File: src/sv/dltq_pkg.sv
// Package for the delta-list task timer queue.
// Holds the field codes, datapath commands and status struct shared by the controller, datapath, top level and bench.
// Depends on nothing.
package dltq_pkg;

  // slot pointers are five bits wide; all ones marks the end of a list
  localparam int              IDX_W          = 5;
  localparam logic [IDX_W-1:0] NO_SLOT       = 5'd31;
  localparam int              TASK_SLOTS_DEF = 16;
  localparam logic [15:0]     TICK_LEN_RST   = 16'd10;
  // at most this many results per dispatch item
  localparam int              MAX_OUT        = 16;
  localparam int              CNT_W          = 5;

  // input function codes
  localparam logic [1:0] FN_TICK = 2'd0;
  localparam logic [1:0] FN_ADD  = 2'd1;
  localparam logic [1:0] FN_DEL  = 2'd2;
  localparam logic [1:0] FN_DISP = 2'd3;

  // result status codes
  localparam logic [1:0] ST_OK   = 2'd0;
  localparam logic [1:0] ST_FULL = 2'd1;
  localparam logic [1:0] ST_BAD  = 2'd2;
  localparam logic [1:0] ST_NONE = 2'd3;

  // datapath commands, one per cycle
  typedef enum logic [4:0] {
    DP_NOP,
    DP_LOAD,
    DP_DIV_GO,
    DP_INS_TAKE,
    DP_INS_WALK,
    DP_INS_L1,
    DP_INS_L2,
    DP_INS_L3,
    DP_DEL_WALK,
    DP_DEL_UNLINK,
    DP_DEL_FIX,
    DP_FREE,
    DP_TICK_DEC,
    DP_TICK_POP,
    DP_DISP_SCAN,
    DP_RES_TICK,
    DP_RES_ADD,
    DP_RES_DEL,
    DP_RES_DISP,
    DP_RES_NONE
  } dp_cmd_t;

  // datapath status seen by the controller
  typedef struct packed {
    logic div_busy;
    logic free_ok;
    logic walk_done;
    logic del_bad;
    logic del_end;
    logic del_hit;
    logic pop_ok;
    logic per_nz;
    logic scan_end;
    logic scan_ready;
    logic disp_last;
    logic out_busy;
  } dp_stat_t;

endpackage

File: src/sv/dltq_div.sv
// Restoring divider, one quotient bit per cycle.
// Used by the datapath to turn time units into ticks; depends on no other file.
module dltq_div (
  input  logic        clk,
  input  logic        rst_n,
  input  logic        start,
  input  logic [31:0] dividend,
  input  logic [15:0] divisor,
  output logic        busy,
  output logic [31:0] quotient
);

  logic [31:0] q_r;
  logic [15:0] rem_r;
  logic [5:0]  cnt_r;
  logic        busy_r;
  logic [16:0] shifted;
  logic        ge;

  // one shift-and-subtract step
  assign shifted = {rem_r, q_r[31]};
  assign ge      = shifted >= {1'b0, divisor};

  always_ff @(posedge clk) begin
    if (!rst_n) begin
      busy_r <= 1'b0;
      cnt_r  <= 6'd0;
    end else if (start) begin
      busy_r <= 1'b1;
      cnt_r  <= 6'd32;
      q_r    <= dividend;
      rem_r  <= 16'd0;
    end else if (busy_r) begin
      q_r   <= {q_r[30:0], ge};
      rem_r <= ge ? 16'(shifted - {1'b0, divisor}) : shifted[15:0];
      cnt_r <= cnt_r - 6'd1;
      if (cnt_r == 6'd1) begin
        busy_r <= 1'b0;
      end
    end
  end

  assign busy     = busy_r;
  assign quotient = q_r;

endmodule

File: src/sv/dltq_dp.sv
// Datapath of the timer queue: slot stores, list pointers, divider, result register.
// Driven by dltq_ctrl through dltq_pkg::dp_cmd_t; uses dltq_div.
module dltq_dp #(
  parameter int TASK_SLOTS = dltq_pkg::TASK_SLOTS_DEF
) (
  input  logic                 clk,
  input  logic                 rst_n,
  input  dltq_pkg::dp_cmd_t    cmd,
  output dltq_pkg::dp_stat_t   stat,
  input  logic                 cfg_wr_en,
  input  logic [15:0]          cfg_wr_data,
  input  logic [15:0]          in_task_tag,
  input  logic [31:0]          in_first_delay,
  input  logic [31:0]          in_repeat_period,
  input  logic [7:0]           in_slot_to_delete,
  output logic                 out_valid,
  input  logic                 out_ready,
  output logic [1:0]           out_status,
  output logic [5:0]           out_slot,
  output logic [15:0]          out_run_tag,
  output logic                 out_last
);

  localparam int IW = dltq_pkg::IDX_W;
  localparam int SW = $clog2(TASK_SLOTS);
  localparam logic [IW-1:0] NSLOT = IW'(TASK_SLOTS);

  // slot stores
  logic [15:0]         tag_r  [TASK_SLOTS];
  logic [31:0]         dly_r  [TASK_SLOTS];
  logic [31:0]         pst_r  [TASK_SLOTS];
  logic [IW-1:0]       link_r [TASK_SLOTS];
  logic [TASK_SLOTS-1:0] rdy_r;
  logic [TASK_SLOTS-1:0] occ_r;

  // pointers and working registers
  logic [IW-1:0] head_r, free_r, cur_r, prev_r, new_r, nx_r, victim_r, idx_r;
  logic [31:0]   cum_r, ticks_r, newd_r, dsave_r, dividend_r, per_r;
  logic [15:0]   tag_hold_r, tick_len_r;
  logic          clamp_r, fail_r, bad_r;
  logic [dltq_pkg::CNT_W-1:0] outcnt_r;

  logic          out_valid_r, out_last_r;
  logic [1:0]    out_status_r;
  logic [5:0]    out_slot_r;
  logic [15:0]   out_run_tag_r;

  logic [IW-1:0] rd_addr;
  logic [SW-1:0] ra;
  logic [IW-1:0] rd_link;
  logic [31:0]   rd_dly, rd_per;
  logic [15:0]   rd_tag;
  logic [32:0]   walk_sum;
  logic [31:0]   quot, ticks_new;
  logic [15:0]   divisor;
  logic          div_busy, above_rdy, pop_ok, disp_last, in_range;

  function automatic logic slot_ok(input logic [IW-1:0] x);
    return x < NSLOT;
  endfunction

  // tick length of zero counts as one
  assign divisor = (tick_len_r == 16'd0) ? 16'd1 : tick_len_r;

  dltq_div u_div (
    .clk      (clk),
    .rst_n    (rst_n),
    .start    (cmd == dltq_pkg::DP_DIV_GO),
    .dividend (dividend_r),
    .divisor  (divisor),
    .busy     (div_busy),
    .quotient (quot)
  );

  assign ticks_new = (clamp_r && quot == 32'd0) ? 32'd1 : quot;

  // single read port into the slot stores
  always_comb begin
    unique case (cmd)
      dltq_pkg::DP_INS_TAKE: rd_addr = free_r;
      dltq_pkg::DP_TICK_DEC,
      dltq_pkg::DP_TICK_POP: rd_addr = head_r;
      dltq_pkg::DP_DEL_FIX:  rd_addr = nx_r;
      dltq_pkg::DP_RES_DISP: rd_addr = idx_r;
      default:               rd_addr = cur_r;
    endcase
  end

  assign ra      = rd_addr[SW-1:0];
  assign rd_link = link_r[ra];
  assign rd_dly  = dly_r[ra];
  assign rd_per  = pst_r[ra];
  assign rd_tag  = tag_r[ra];

  assign walk_sum = {1'b0, cum_r} + {1'b0, rd_dly};
  assign pop_ok   = slot_ok(head_r) && (rd_dly == 32'd0);
  assign in_range = in_slot_to_delete < 8'(TASK_SLOTS);

  // any ready slot above the scan index
  always_comb begin
    above_rdy = 1'b0;
    for (int j = 0; j < TASK_SLOTS; j++) begin
      if (rdy_r[j] && (IW'(j) > idx_r)) begin
        above_rdy = 1'b1;
      end
    end
  end

  assign disp_last = !above_rdy ||
                     (outcnt_r == dltq_pkg::CNT_W'(dltq_pkg::MAX_OUT - 1));

  // status to the controller
  always_comb begin
    stat.div_busy   = div_busy;
    stat.free_ok    = slot_ok(free_r);
    stat.walk_done  = !slot_ok(cur_r) || ({1'b0, ticks_r} < walk_sum);
    stat.del_bad    = bad_r;
    stat.del_end    = !slot_ok(cur_r);
    stat.del_hit    = slot_ok(cur_r) && (cur_r == victim_r);
    stat.pop_ok     = pop_ok;
    stat.per_nz     = rd_per != 32'd0;
    stat.scan_end   = idx_r == NSLOT;
    stat.scan_ready = slot_ok(idx_r) && rdy_r[idx_r[SW-1:0]];
    stat.disp_last  = disp_last;
    stat.out_busy   = out_valid_r;
  end

  // stores, pointers and result register
  always_ff @(posedge clk) begin
    if (!rst_n) begin
      for (int i = 0; i < TASK_SLOTS; i++) begin
        tag_r[i]  <= 16'd0;
        dly_r[i]  <= 32'd0;
        pst_r[i]  <= 32'd0;
        link_r[i] <= (i == 0) ? dltq_pkg::NO_SLOT : IW'(i - 1);
      end
      rdy_r       <= '0;
      occ_r       <= '0;
      head_r      <= dltq_pkg::NO_SLOT;
      free_r      <= NSLOT - IW'(1);
      tick_len_r  <= dltq_pkg::TICK_LEN_RST;
      out_valid_r <= 1'b0;
      fail_r      <= 1'b0;
      bad_r       <= 1'b0;
      idx_r       <= '0;
      outcnt_r    <= '0;
    end else begin
      if (cfg_wr_en) begin
        tick_len_r <= cfg_wr_data;
      end
      if (out_valid_r && out_ready) begin
        out_valid_r <= 1'b0;
      end
      unique case (cmd)
        dltq_pkg::DP_LOAD: begin
          tag_hold_r <= in_task_tag;
          per_r      <= in_repeat_period;
          dividend_r <= in_first_delay;
          clamp_r    <= 1'b0;
          fail_r     <= 1'b0;
          victim_r   <= in_slot_to_delete[IW-1:0];
          bad_r      <= !in_range || !occ_r[in_slot_to_delete[SW-1:0]];
          cur_r      <= head_r;
          prev_r     <= dltq_pkg::NO_SLOT;
          idx_r      <= '0;
          outcnt_r   <= '0;
        end
        // take a slot off the free list and fill it
        dltq_pkg::DP_INS_TAKE: begin
          if (slot_ok(free_r)) begin
            new_r                <= free_r;
            free_r               <= rd_link;
            tag_r[free_r[SW-1:0]] <= tag_hold_r;
            pst_r[free_r[SW-1:0]] <= per_r;
            rdy_r[free_r[SW-1:0]] <= 1'b0;
            occ_r[free_r[SW-1:0]] <= 1'b1;
            ticks_r              <= ticks_new;
            cur_r                <= head_r;
            prev_r               <= dltq_pkg::NO_SLOT;
            cum_r                <= 32'd0;
          end else begin
            fail_r <= 1'b1;
          end
        end
        // walk past entries due no later than the new one
        dltq_pkg::DP_INS_WALK: begin
          if (!stat.walk_done) begin
            cum_r  <= walk_sum[31:0];
            prev_r <= cur_r;
            cur_r  <= rd_link;
          end
        end
        dltq_pkg::DP_INS_L1: begin
          dly_r[new_r[SW-1:0]]  <= ticks_r - cum_r;
          link_r[new_r[SW-1:0]] <= cur_r;
          newd_r                <= ticks_r - cum_r;
        end
        dltq_pkg::DP_INS_L2: begin
          if (slot_ok(prev_r)) begin
            link_r[prev_r[SW-1:0]] <= new_r;
          end else begin
            head_r <= new_r;
          end
        end
        dltq_pkg::DP_INS_L3: begin
          if (slot_ok(cur_r)) begin
            dly_r[cur_r[SW-1:0]] <= rd_dly - newd_r;
          end
        end
        dltq_pkg::DP_DEL_WALK: begin
          if (slot_ok(cur_r) && cur_r != victim_r) begin
            prev_r <= cur_r;
            cur_r  <= rd_link;
          end
        end
        dltq_pkg::DP_DEL_UNLINK: begin
          nx_r    <= rd_link;
          dsave_r <= rd_dly;
          if (slot_ok(prev_r)) begin
            link_r[prev_r[SW-1:0]] <= rd_link;
          end else begin
            head_r <= rd_link;
          end
        end
        // successor inherits the removed delay
        dltq_pkg::DP_DEL_FIX: begin
          if (slot_ok(nx_r)) begin
            dly_r[nx_r[SW-1:0]] <= rd_dly + dsave_r;
          end
        end
        dltq_pkg::DP_FREE: begin
          tag_r[victim_r[SW-1:0]]  <= 16'd0;
          dly_r[victim_r[SW-1:0]]  <= 32'd0;
          pst_r[victim_r[SW-1:0]]  <= 32'd0;
          rdy_r[victim_r[SW-1:0]]  <= 1'b0;
          occ_r[victim_r[SW-1:0]]  <= 1'b0;
          link_r[victim_r[SW-1:0]] <= free_r;
          free_r                   <= victim_r;
          idx_r                    <= idx_r + IW'(1);
        end
        dltq_pkg::DP_TICK_DEC: begin
          if (slot_ok(head_r) && rd_dly != 32'd0) begin
            dly_r[head_r[SW-1:0]] <= rd_dly - 32'd1;
          end
        end
        // pop one due entry off the head
        dltq_pkg::DP_TICK_POP: begin
          if (pop_ok) begin
            rdy_r[head_r[SW-1:0]]  <= 1'b1;
            link_r[head_r[SW-1:0]] <= dltq_pkg::NO_SLOT;
            head_r                 <= rd_link;
            tag_hold_r             <= rd_tag;
            per_r                  <= rd_per;
            dividend_r             <= rd_per;
            clamp_r                <= 1'b1;
          end
        end
        dltq_pkg::DP_DISP_SCAN: begin
          if (!stat.scan_end && !stat.scan_ready) begin
            idx_r <= idx_r + IW'(1);
          end
        end
        dltq_pkg::DP_RES_TICK: begin
          out_valid_r   <= 1'b1;
          out_status_r  <= fail_r ? dltq_pkg::ST_FULL : dltq_pkg::ST_OK;
          out_slot_r    <= 6'd0;
          out_run_tag_r <= 16'd0;
          out_last_r    <= 1'b1;
        end
        dltq_pkg::DP_RES_ADD: begin
          out_valid_r   <= 1'b1;
          out_status_r  <= fail_r ? dltq_pkg::ST_FULL : dltq_pkg::ST_OK;
          out_slot_r    <= fail_r ? 6'd0 : {1'b0, new_r};
          out_run_tag_r <= 16'd0;
          out_last_r    <= 1'b1;
        end
        dltq_pkg::DP_RES_DEL: begin
          out_valid_r   <= 1'b1;
          out_status_r  <= bad_r ? dltq_pkg::ST_BAD : dltq_pkg::ST_OK;
          out_slot_r    <= bad_r ? 6'd0 : {1'b0, victim_r};
          out_run_tag_r <= 16'd0;
          out_last_r    <= 1'b1;
        end
        dltq_pkg::DP_RES_DISP: begin
          out_valid_r   <= 1'b1;
          out_status_r  <= dltq_pkg::ST_OK;
          out_slot_r    <= {1'b0, idx_r};
          out_run_tag_r <= rd_tag;
          out_last_r    <= disp_last;
          victim_r      <= idx_r;
          outcnt_r      <= outcnt_r + dltq_pkg::CNT_W'(1);
        end
        dltq_pkg::DP_RES_NONE: begin
          out_valid_r   <= 1'b1;
          out_status_r  <= dltq_pkg::ST_NONE;
          out_slot_r    <= 6'd0;
          out_run_tag_r <= 16'd0;
          out_last_r    <= 1'b1;
        end
        default: begin
        end
      endcase
    end
  end

  assign out_valid   = out_valid_r;
  assign out_status  = out_status_r;
  assign out_slot    = out_slot_r;
  assign out_run_tag = out_run_tag_r;
  assign out_last    = out_last_r;

endmodule

File: src/sv/dltq_ctrl.sv
// Controller of the timer queue: sequences list walks, division and results.
// Issues dltq_pkg::dp_cmd_t to dltq_dp and reads back dltq_pkg::dp_stat_t.
module dltq_ctrl (
  input  logic               clk,
  input  logic               rst_n,
  input  logic               in_valid,
  input  logic [1:0]         in_func,
  output logic               in_ready,
  input  dltq_pkg::dp_stat_t stat,
  output dltq_pkg::dp_cmd_t  cmd
);

  typedef enum logic [20:0] {
    S_IDLE  = 21'h000001,
    S_DIVGO = 21'h000002,
    S_DIVW  = 21'h000004,
    S_ITAKE = 21'h000008,
    S_IWALK = 21'h000010,
    S_IL1   = 21'h000020,
    S_IL2   = 21'h000040,
    S_IL3   = 21'h000080,
    S_RADD  = 21'h000100,
    S_TDEC  = 21'h000200,
    S_TPOP  = 21'h000400,
    S_RTICK = 21'h000800,
    S_DCHK  = 21'h001000,
    S_DWALK = 21'h002000,
    S_DUNL  = 21'h004000,
    S_DFIX  = 21'h008000,
    S_FREE  = 21'h010000,
    S_RDEL  = 21'h020000,
    S_SCAN  = 21'h040000,
    S_RDISP = 21'h080000,
    S_RNONE = 21'h100000
  } state_t;

  state_t     state_r, state_nxt;
  logic [1:0] func_r;
  logic       disp_last_r;
  logic       is_add;

  assign is_add   = func_r == dltq_pkg::FN_ADD;
  assign in_ready = state_r == S_IDLE;

  // next state and command
  always_comb begin
    state_nxt = state_r;
    cmd       = dltq_pkg::DP_NOP;
    unique case (state_r)
      S_IDLE: begin
        if (in_valid) begin
          cmd = dltq_pkg::DP_LOAD;
          unique case (in_func)
            dltq_pkg::FN_TICK: state_nxt = S_TDEC;
            dltq_pkg::FN_ADD:  state_nxt = S_DIVGO;
            dltq_pkg::FN_DEL:  state_nxt = S_DCHK;
            default:           state_nxt = S_SCAN;
          endcase
        end
      end
      S_DIVGO: begin
        cmd       = dltq_pkg::DP_DIV_GO;
        state_nxt = S_DIVW;
      end
      S_DIVW: begin
        if (!stat.div_busy) state_nxt = S_ITAKE;
      end
      S_ITAKE: begin
        cmd = dltq_pkg::DP_INS_TAKE;
        if (!stat.free_ok) state_nxt = is_add ? S_RADD : S_TPOP;
        else               state_nxt = S_IWALK;
      end
      S_IWALK: begin
        cmd = dltq_pkg::DP_INS_WALK;
        if (stat.walk_done) state_nxt = S_IL1;
      end
      S_IL1: begin
        cmd       = dltq_pkg::DP_INS_L1;
        state_nxt = S_IL2;
      end
      S_IL2: begin
        cmd       = dltq_pkg::DP_INS_L2;
        state_nxt = S_IL3;
      end
      S_IL3: begin
        cmd       = dltq_pkg::DP_INS_L3;
        state_nxt = is_add ? S_RADD : S_TPOP;
      end
      S_RADD: begin
        if (!stat.out_busy) begin
          cmd       = dltq_pkg::DP_RES_ADD;
          state_nxt = S_IDLE;
        end
      end
      S_TDEC: begin
        cmd       = dltq_pkg::DP_TICK_DEC;
        state_nxt = S_TPOP;
      end
      S_TPOP: begin
        cmd = dltq_pkg::DP_TICK_POP;
        priority if (stat.pop_ok && stat.per_nz) state_nxt = S_DIVGO;
        else if (stat.pop_ok)                    state_nxt = S_TPOP;
        else                                     state_nxt = S_RTICK;
      end
      S_RTICK: begin
        if (!stat.out_busy) begin
          cmd       = dltq_pkg::DP_RES_TICK;
          state_nxt = S_IDLE;
        end
      end
      S_DCHK: begin
        state_nxt = stat.del_bad ? S_RDEL : S_DWALK;
      end
      S_DWALK: begin
        cmd = dltq_pkg::DP_DEL_WALK;
        priority if (stat.del_end) state_nxt = S_FREE;
        else if (stat.del_hit)     state_nxt = S_DUNL;
      end
      S_DUNL: begin
        cmd       = dltq_pkg::DP_DEL_UNLINK;
        state_nxt = S_DFIX;
      end
      S_DFIX: begin
        cmd       = dltq_pkg::DP_DEL_FIX;
        state_nxt = S_FREE;
      end
      S_FREE: begin
        cmd = dltq_pkg::DP_FREE;
        if (func_r == dltq_pkg::FN_DISP) state_nxt = disp_last_r ? S_IDLE : S_SCAN;
        else                             state_nxt = S_RDEL;
      end
      S_RDEL: begin
        if (!stat.out_busy) begin
          cmd       = dltq_pkg::DP_RES_DEL;
          state_nxt = S_IDLE;
        end
      end
      S_SCAN: begin
        cmd = dltq_pkg::DP_DISP_SCAN;
        priority if (stat.scan_end) state_nxt = S_RNONE;
        else if (stat.scan_ready)   state_nxt = S_RDISP;
      end
      S_RDISP: begin
        if (!stat.out_busy) begin
          cmd       = dltq_pkg::DP_RES_DISP;
          state_nxt = S_FREE;
        end
      end
      S_RNONE: begin
        if (!stat.out_busy) begin
          cmd       = dltq_pkg::DP_RES_NONE;
          state_nxt = S_IDLE;
        end
      end
      default: state_nxt = S_IDLE;
    endcase
  end

  // state, function and end-of-dispatch flag
  always_ff @(posedge clk) begin
    if (!rst_n) begin
      state_r     <= S_IDLE;
      func_r      <= dltq_pkg::FN_TICK;
      disp_last_r <= 1'b0;
    end else begin
      state_r <= state_nxt;
      if (state_r == S_IDLE && in_valid) begin
        func_r      <= in_func;
        disp_last_r <= 1'b0;
      end
      if (state_r == S_RDISP && !stat.out_busy) begin
        disp_last_r <= stat.disp_last;
      end
    end
  end

endmodule

File: src/sv/delta_list_task_timer_queue_unit.sv
// Top level of the delta-list task timer queue.
// Joins dltq_ctrl and dltq_dp; uses dltq_pkg.
//
// Usage: one item on the in_ channel carries a function code and its operands
// (tick, add task, delete slot, dispatch ready tasks). Each item gives one
// result on the out_ channel, or for dispatch one result per dispatched slot
// (up to 16), or one none result when no slot is ready; out_last marks the
// final result of an item. in_ready is high only while the sequencer is
// idle, so items are taken one at a time. A bad delete goes straight to its
// result; a delete walks the waiting list to the slot, or the whole list
// when the slot is not waiting. Add divides the delay into ticks with the
// 32-step tick divider, then walks past each entry due no later, and skips
// the walk when the pool is full. A tick decrements the head entry and pops
// each due entry; each periodic re-add divides and walks the same way.
// Dispatch scans the slots and emits each ready one. The divider and the
// single-port walk of the slot pool set how long an item runs.
// A result waits in the output register while out_ready is low; the next item
// is still accepted and runs until it needs that register.
// Reset (synchronous, rst_n low) empties the waiting list, chains all slots
// into the free list from the top slot down and sets the tick length to 10.
// cfg_wr_en writes the tick length; write it only while the block is idle.
module delta_list_task_timer_queue_unit #(
  parameter int TASK_SLOTS = dltq_pkg::TASK_SLOTS_DEF
) (
  input  logic        clk,
  input  logic        rst_n,
  input  logic        cfg_wr_en,
  input  logic [15:0] cfg_wr_data,
  input  logic        in_valid,
  output logic        in_ready,
  input  logic [1:0]  in_func,
  input  logic [15:0] in_task_tag,
  input  logic [31:0] in_first_delay,
  input  logic [31:0] in_repeat_period,
  input  logic [7:0]  in_slot_to_delete,
  output logic        out_valid,
  input  logic        out_ready,
  output logic [1:0]  out_status,
  output logic [5:0]  out_slot,
  output logic [15:0] out_run_tag,
  output logic        out_last
);

  dltq_pkg::dp_cmd_t  cmd;
  dltq_pkg::dp_stat_t stat;

  dltq_ctrl u_ctrl (
    .clk      (clk),
    .rst_n    (rst_n),
    .in_valid (in_valid),
    .in_func  (in_func),
    .in_ready (in_ready),
    .stat     (stat),
    .cmd      (cmd)
  );

  dltq_dp #(.TASK_SLOTS(TASK_SLOTS)) u_dp (
    .clk               (clk),
    .rst_n             (rst_n),
    .cmd               (cmd),
    .stat              (stat),
    .cfg_wr_en         (cfg_wr_en),
    .cfg_wr_data       (cfg_wr_data),
    .in_task_tag       (in_task_tag),
    .in_first_delay    (in_first_delay),
    .in_repeat_period  (in_repeat_period),
    .in_slot_to_delete (in_slot_to_delete),
    .out_valid         (out_valid),
    .out_ready         (out_ready),
    .out_status        (out_status),
    .out_slot          (out_slot),
    .out_run_tag       (out_run_tag),
    .out_last          (out_last)
  );

`ifndef SYNTH
  // a result is only written into a free output register
  a_emit_free: assert property (@(posedge clk) disable iff (!rst_n)
    (cmd == dltq_pkg::DP_RES_TICK || cmd == dltq_pkg::DP_RES_ADD ||
     cmd == dltq_pkg::DP_RES_DEL || cmd == dltq_pkg::DP_RES_DISP ||
     cmd == dltq_pkg::DP_RES_NONE) |-> !stat.out_busy)
    else $error("result written over a pending result");

  // the divider is never restarted while running
  a_div_idle: assert property (@(posedge clk) disable iff (!rst_n)
    (cmd == dltq_pkg::DP_DIV_GO) |-> !stat.div_busy)
    else $error("divider started while busy");

  // an accepted item closes the input until it is done
  a_one_item: assert property (@(posedge clk) disable iff (!rst_n)
    (in_valid && in_ready) |=> !in_ready)
    else $error("input accepted twice in a row");
`endif

endmodule

File: config.mk
export PLATFORM = sky130hd
export DESIGN_NAME = delta_list_task_timer_queue_unit
export DESIGN_NICKNAME = d
export VERILOG_FILES = /design/src/sv/dltq_pkg.sv /design/src/sv/dltq_div.sv /design/src/sv/dltq_dp.sv /design/src/sv/dltq_ctrl.sv /design/src/sv/delta_list_task_timer_queue_unit.sv
export SDC_FILE = /design/constraint.sdc
export NUM_CORES = 2
export LEC_CHECK = 0
export ABC_AREA = 1
export BUFFER_PORTS_ARGS = -buffer_cell sky130_fd_sc_hd__buf_4
export CAP_MARGIN = 10
export CORE_MARGIN = 8
export CORE_UTILIZATION = 40
export CTS_BUF_LIST = sky130_fd_sc_hd__clkbuf_8
export CTS_CLUSTER_SIZE = 20
export DETAILED_ROUTE_END_ITERATION = 8
export PLACE_DENSITY = 0.52
export SYNTH_ARGS = -nofsm -noshare
export SYNTH_HDL_FRONTEND = slang
export SYNTH_SLANG_ARGS = --single-unit
File: constraint.sdc
create_clock -name clk -period 14.65 [get_ports clk]
set_input_delay 0.7325 -clock clk [delete_from_list [all_inputs] [get_ports clk]]
set_output_delay 0.7325 -clock clk [all_outputs]
set_load 0.005 [all_outputs]
==> out/metrics.yaml <==
synthesis:
  synthTopCellsByArea: "edfxtp_1 56%, nor2_1 7.9%, nand2_1 5.6%"
  synth_top_cell_area_share_pct: 56.3
  synth-main-ff-cell: "edfxtp_1"
  synth_fp_nets: 9521
  ys_seq_area_share_pct: 58.6
  yosysMostFrequentCell: "nor2_1"
  synth_warnings: 0
  synth_top_area_cell: "edfxtp_1"
  syn_avg_cell_area_um2: 9.64
  synthArstFlopShare_pct: 0
  synth_edf_count: 1666
  synth_commonest_cells: "1,883 x nor2_1, 1,666 x edfxtp_1, 1,329 x nand2_1, 808 x nand3_1, 612 x o21ai_0"
  syn-cell-area_um2: 88900
  synthDistinctLibCells: 71
  synth_seq_cells: 1768
  synthCells: 9224
sta:
  worst_pin_slew_ns: 1.37
  fmaxAchievable_mhz: 81.4
  post-route-period-util_pct: 83.9
  setup_viol: 0
  period_minus_slack_ns: 12.29
  finalClockSkew_ns: 0.0913
  finalSetupTns_ns: 0
  slew_viol_final: 0
  rsz0062_at_grt: "no"
  max-slew-margin-rel_pct: 7.28
  worst_slack_ns: 2.36
  finalHoldViolCount: 0
routing:
  wl_met1_mm: 141
  dr_wl_met2_mm: 149
  ant_nets: 0
  first_pass_iters: 8
  drt_iter0_markers: 7598
  met3_length_mm: 24.4
  drc_errors: 0
  wl_per_cell_um: 26.2
  wl_mm: 327
  vias: 70900
  highest_layer: "met4"
  via_per_inst: 5.68
run_status:
  run_status: "finished clean"
clocking:
  clock_sinks: 1768
  cts-root-buf: "clkbuf_8"
  clock_path_buffers: 4
  clk_latency_ns: 1.04
  cts_resized: 0
  clk_pin_slew_ns: 0.06
  tritoncts: "done"
  numCtsBuffers: 336
  cts_hold_buf: 76
  cts_setup_buffers: 0
  htreeDepth: 5
placed_design:
  dp_hpwl_mm: 193
  io_buffers: 136
  place_congestion: 0.917
  pre_cts_slack_ns: 2.60
worst_setup_path:
  critical_path.most_common_cell: "nand2_1"
  crit_type: "reg -> reg"
  arrival_ns: 12.88
  regToRegStartpoint: "u_ctrl.state_r[1]"
  crit_fanout: 120
  cpPeakStageDelay_ns: 0.83
  slowest_stage: "buf_4"
  cp.required_ns: 15.24
  cp-start-kind: "flip-flop"
  worstSetupStartpoint: "u_ctrl.state_r[1]"
  end_kind: "flip-flop"
die:
  die_h_um: 487
  start_util_pct: 40.1
  core_area_um2: 222000
  dieArea_um2: 238000
  rows: 173
  fp.dieW_um: 487
  io_pins: 138
final_layout:
  num-nets-final: 9563
  syn_to_final_growth_pct: 11.1
  drive_gt1_share_pct: 10.5
  fin_util_pct: 44.6
global_route:
  grt_pass1_vias: 68300
  overflow: 0
  grt_pass1_wl_mm: 474
  grt_max_degree: 185
  grt_use_total_pct: 26.6
  antenna_found_initial: 12
run:
  cap_violations: 0
power:
  power_leakage_uw: 0.0391
  p_total_uw: 12000
  vdd_drop_max_mv: 0.0927
  powerDensity_nw_per_um2: 122
min_path:
  worstHoldPathType: "in -> reg"
  holdCritStartpoint: "in_repeat_period[5]"
==> cell type report <==
class                   count  area [µm²]
clock buffers             355        4890
fillers                 21600      123000
flip-flops and latches   1768       52100
diodes                      4        10.0
multi-input cells        6295       32200
repair buffers            354        2920
clock inverters           218        1060
well taps                2975        3720
inverters                 511        1950
==> final timing paths <==
check / end / slack [ns] / depth (start not counted)
worst max-delay path: u_dp.cur_r[4] / 2.36 / 45
worst min-delay path: u_dp.per_r[5] / 0.09 / 3
worst max register to register: u_dp.cur_r[4] / 2.36 / 45
worst min register to register: u_dp.occ_r[14] / 0.46 / 2
==> flip-flops by register name (all words and copies together), names as in the netlist, 21 cells and up <==
name,flops
u_dp.per_r,32
u_ctrl.state_r,21
u_dp.dividend_r,32
u_dp.dsave_r,32
u_dp.tag_r,256
u_dp.ticks_r,32
u_dp.u_div.quotient,32
u_dp.newd_r,32
u_dp.cum_r,32
u_dp.pst_r,512
u_dp.dly_r,512
u_dp.link_r,80
==> cell families (layout without fill, tap and decap cells) <==
group / count (synthesis) / count (layout) / share of synthesized area [%]
flip-flops: 1768 / 1768 / 58.6
AO/OA/AOI/OAI: 1474 / 1474 / 9.86
adder cells (fa/ha/maj): 186 / 186 / 2.66
multiplexers: 41 / 41 / 0.462
buffers and inverters: 1161 / 1438 / 5.79
XOR/XNOR: 129 / 129 / 1.27
AND/OR/NAND/NOR: 4464 / 4464 / 21.4
other: 1 / 5 / 0.00422
==> metal layers <==
layer  vias up  global-route usage, %
li1      32100                      -
met1     35000                   37.1
met2      3204                   42.0
met3       677                   3.99
met4         0                   10.2
met5         -                      0
==> worst max-delay path, delay by kind of cell, from the launching register on <==
kind	cells	cell delay (ns)
simple gates	24	5.42
buf+inv	5	2.08
flops	1	0.33
compound gates	13	2.82
xor+xnor	1	0.18
fa+ha+maj	2	0.54
==> cells in the final DEF (no fill, tap or decap), drive strengths merged, types with 4 or more instances in the layout <==
| cell type | count |
|---|---|
| a21oi | 338 |
| a221oi | 6 |
| o22ai | 80 |
| nor2 | 1943 |
| bufinv | 7 |
| nor3 | 125 |
| nand3b | 20 |
| o2111ai | 9 |
| dfxtp | 102 |
| o221ai | 50 |
| o311ai | 15 |
| edfxtp | 1666 |
| a31oi | 18 |
| xor2 | 82 |
| o21a | 5 |
| nand4 | 45 |
| nand2 | 1371 |
| fa | 5 |
| a21boi | 9 |
| or2 | 113 |
| clkinv | 100 |
| o31ai | 4 |
| o21bai | 20 |
| o32ai | 24 |
| xnor2 | 47 |
| o211ai | 203 |
| inv | 620 |
| nand3 | 814 |
| mux2i | 41 |
| a22oi | 10 |
| clkbuf | 355 |
| nor4 | 28 |
| ha | 181 |
| dlygate4sd3 | 76 |
| a21o | 10 |
| diode | 4 |
| a211oi | 12 |
| o21ai | 649 |
| a2111oi | 4 |
| buf | 278 |
==> metrics by stage <==
| stage | std cells | area [µm²] | hold WS (ns) |
|---|---|---|---|
| 4_1_cts | 12500 | 98800 | 0.000445 |
| 3_3_place_gp | 11800 | 92100 | 0.452 |
| 2_1_floorplan | 9224 | 88900 | 0.406 |
| 6_report | 12500 | 98800 | 0.0914 |
| 3_5_place_dp | 11800 | 92100 | 0.455 |
| 5_1_grt | 12500 | 98800 | 0.0309 |
==> where the power goes <==
| part | total (µW) | internal (µW) | switching (µW) | leakage [µW] |
|---|---|---|---|---|
| combinational | 1720 | 466 | 1260 | 0.0181 |
| sequential | 5790 | 5720 | 67.1 | 0.0175 |
| clock | 4490 | 2340 | 2150 | 0.00346 |
No activity file was read; power rests on OpenSTA's default activity.
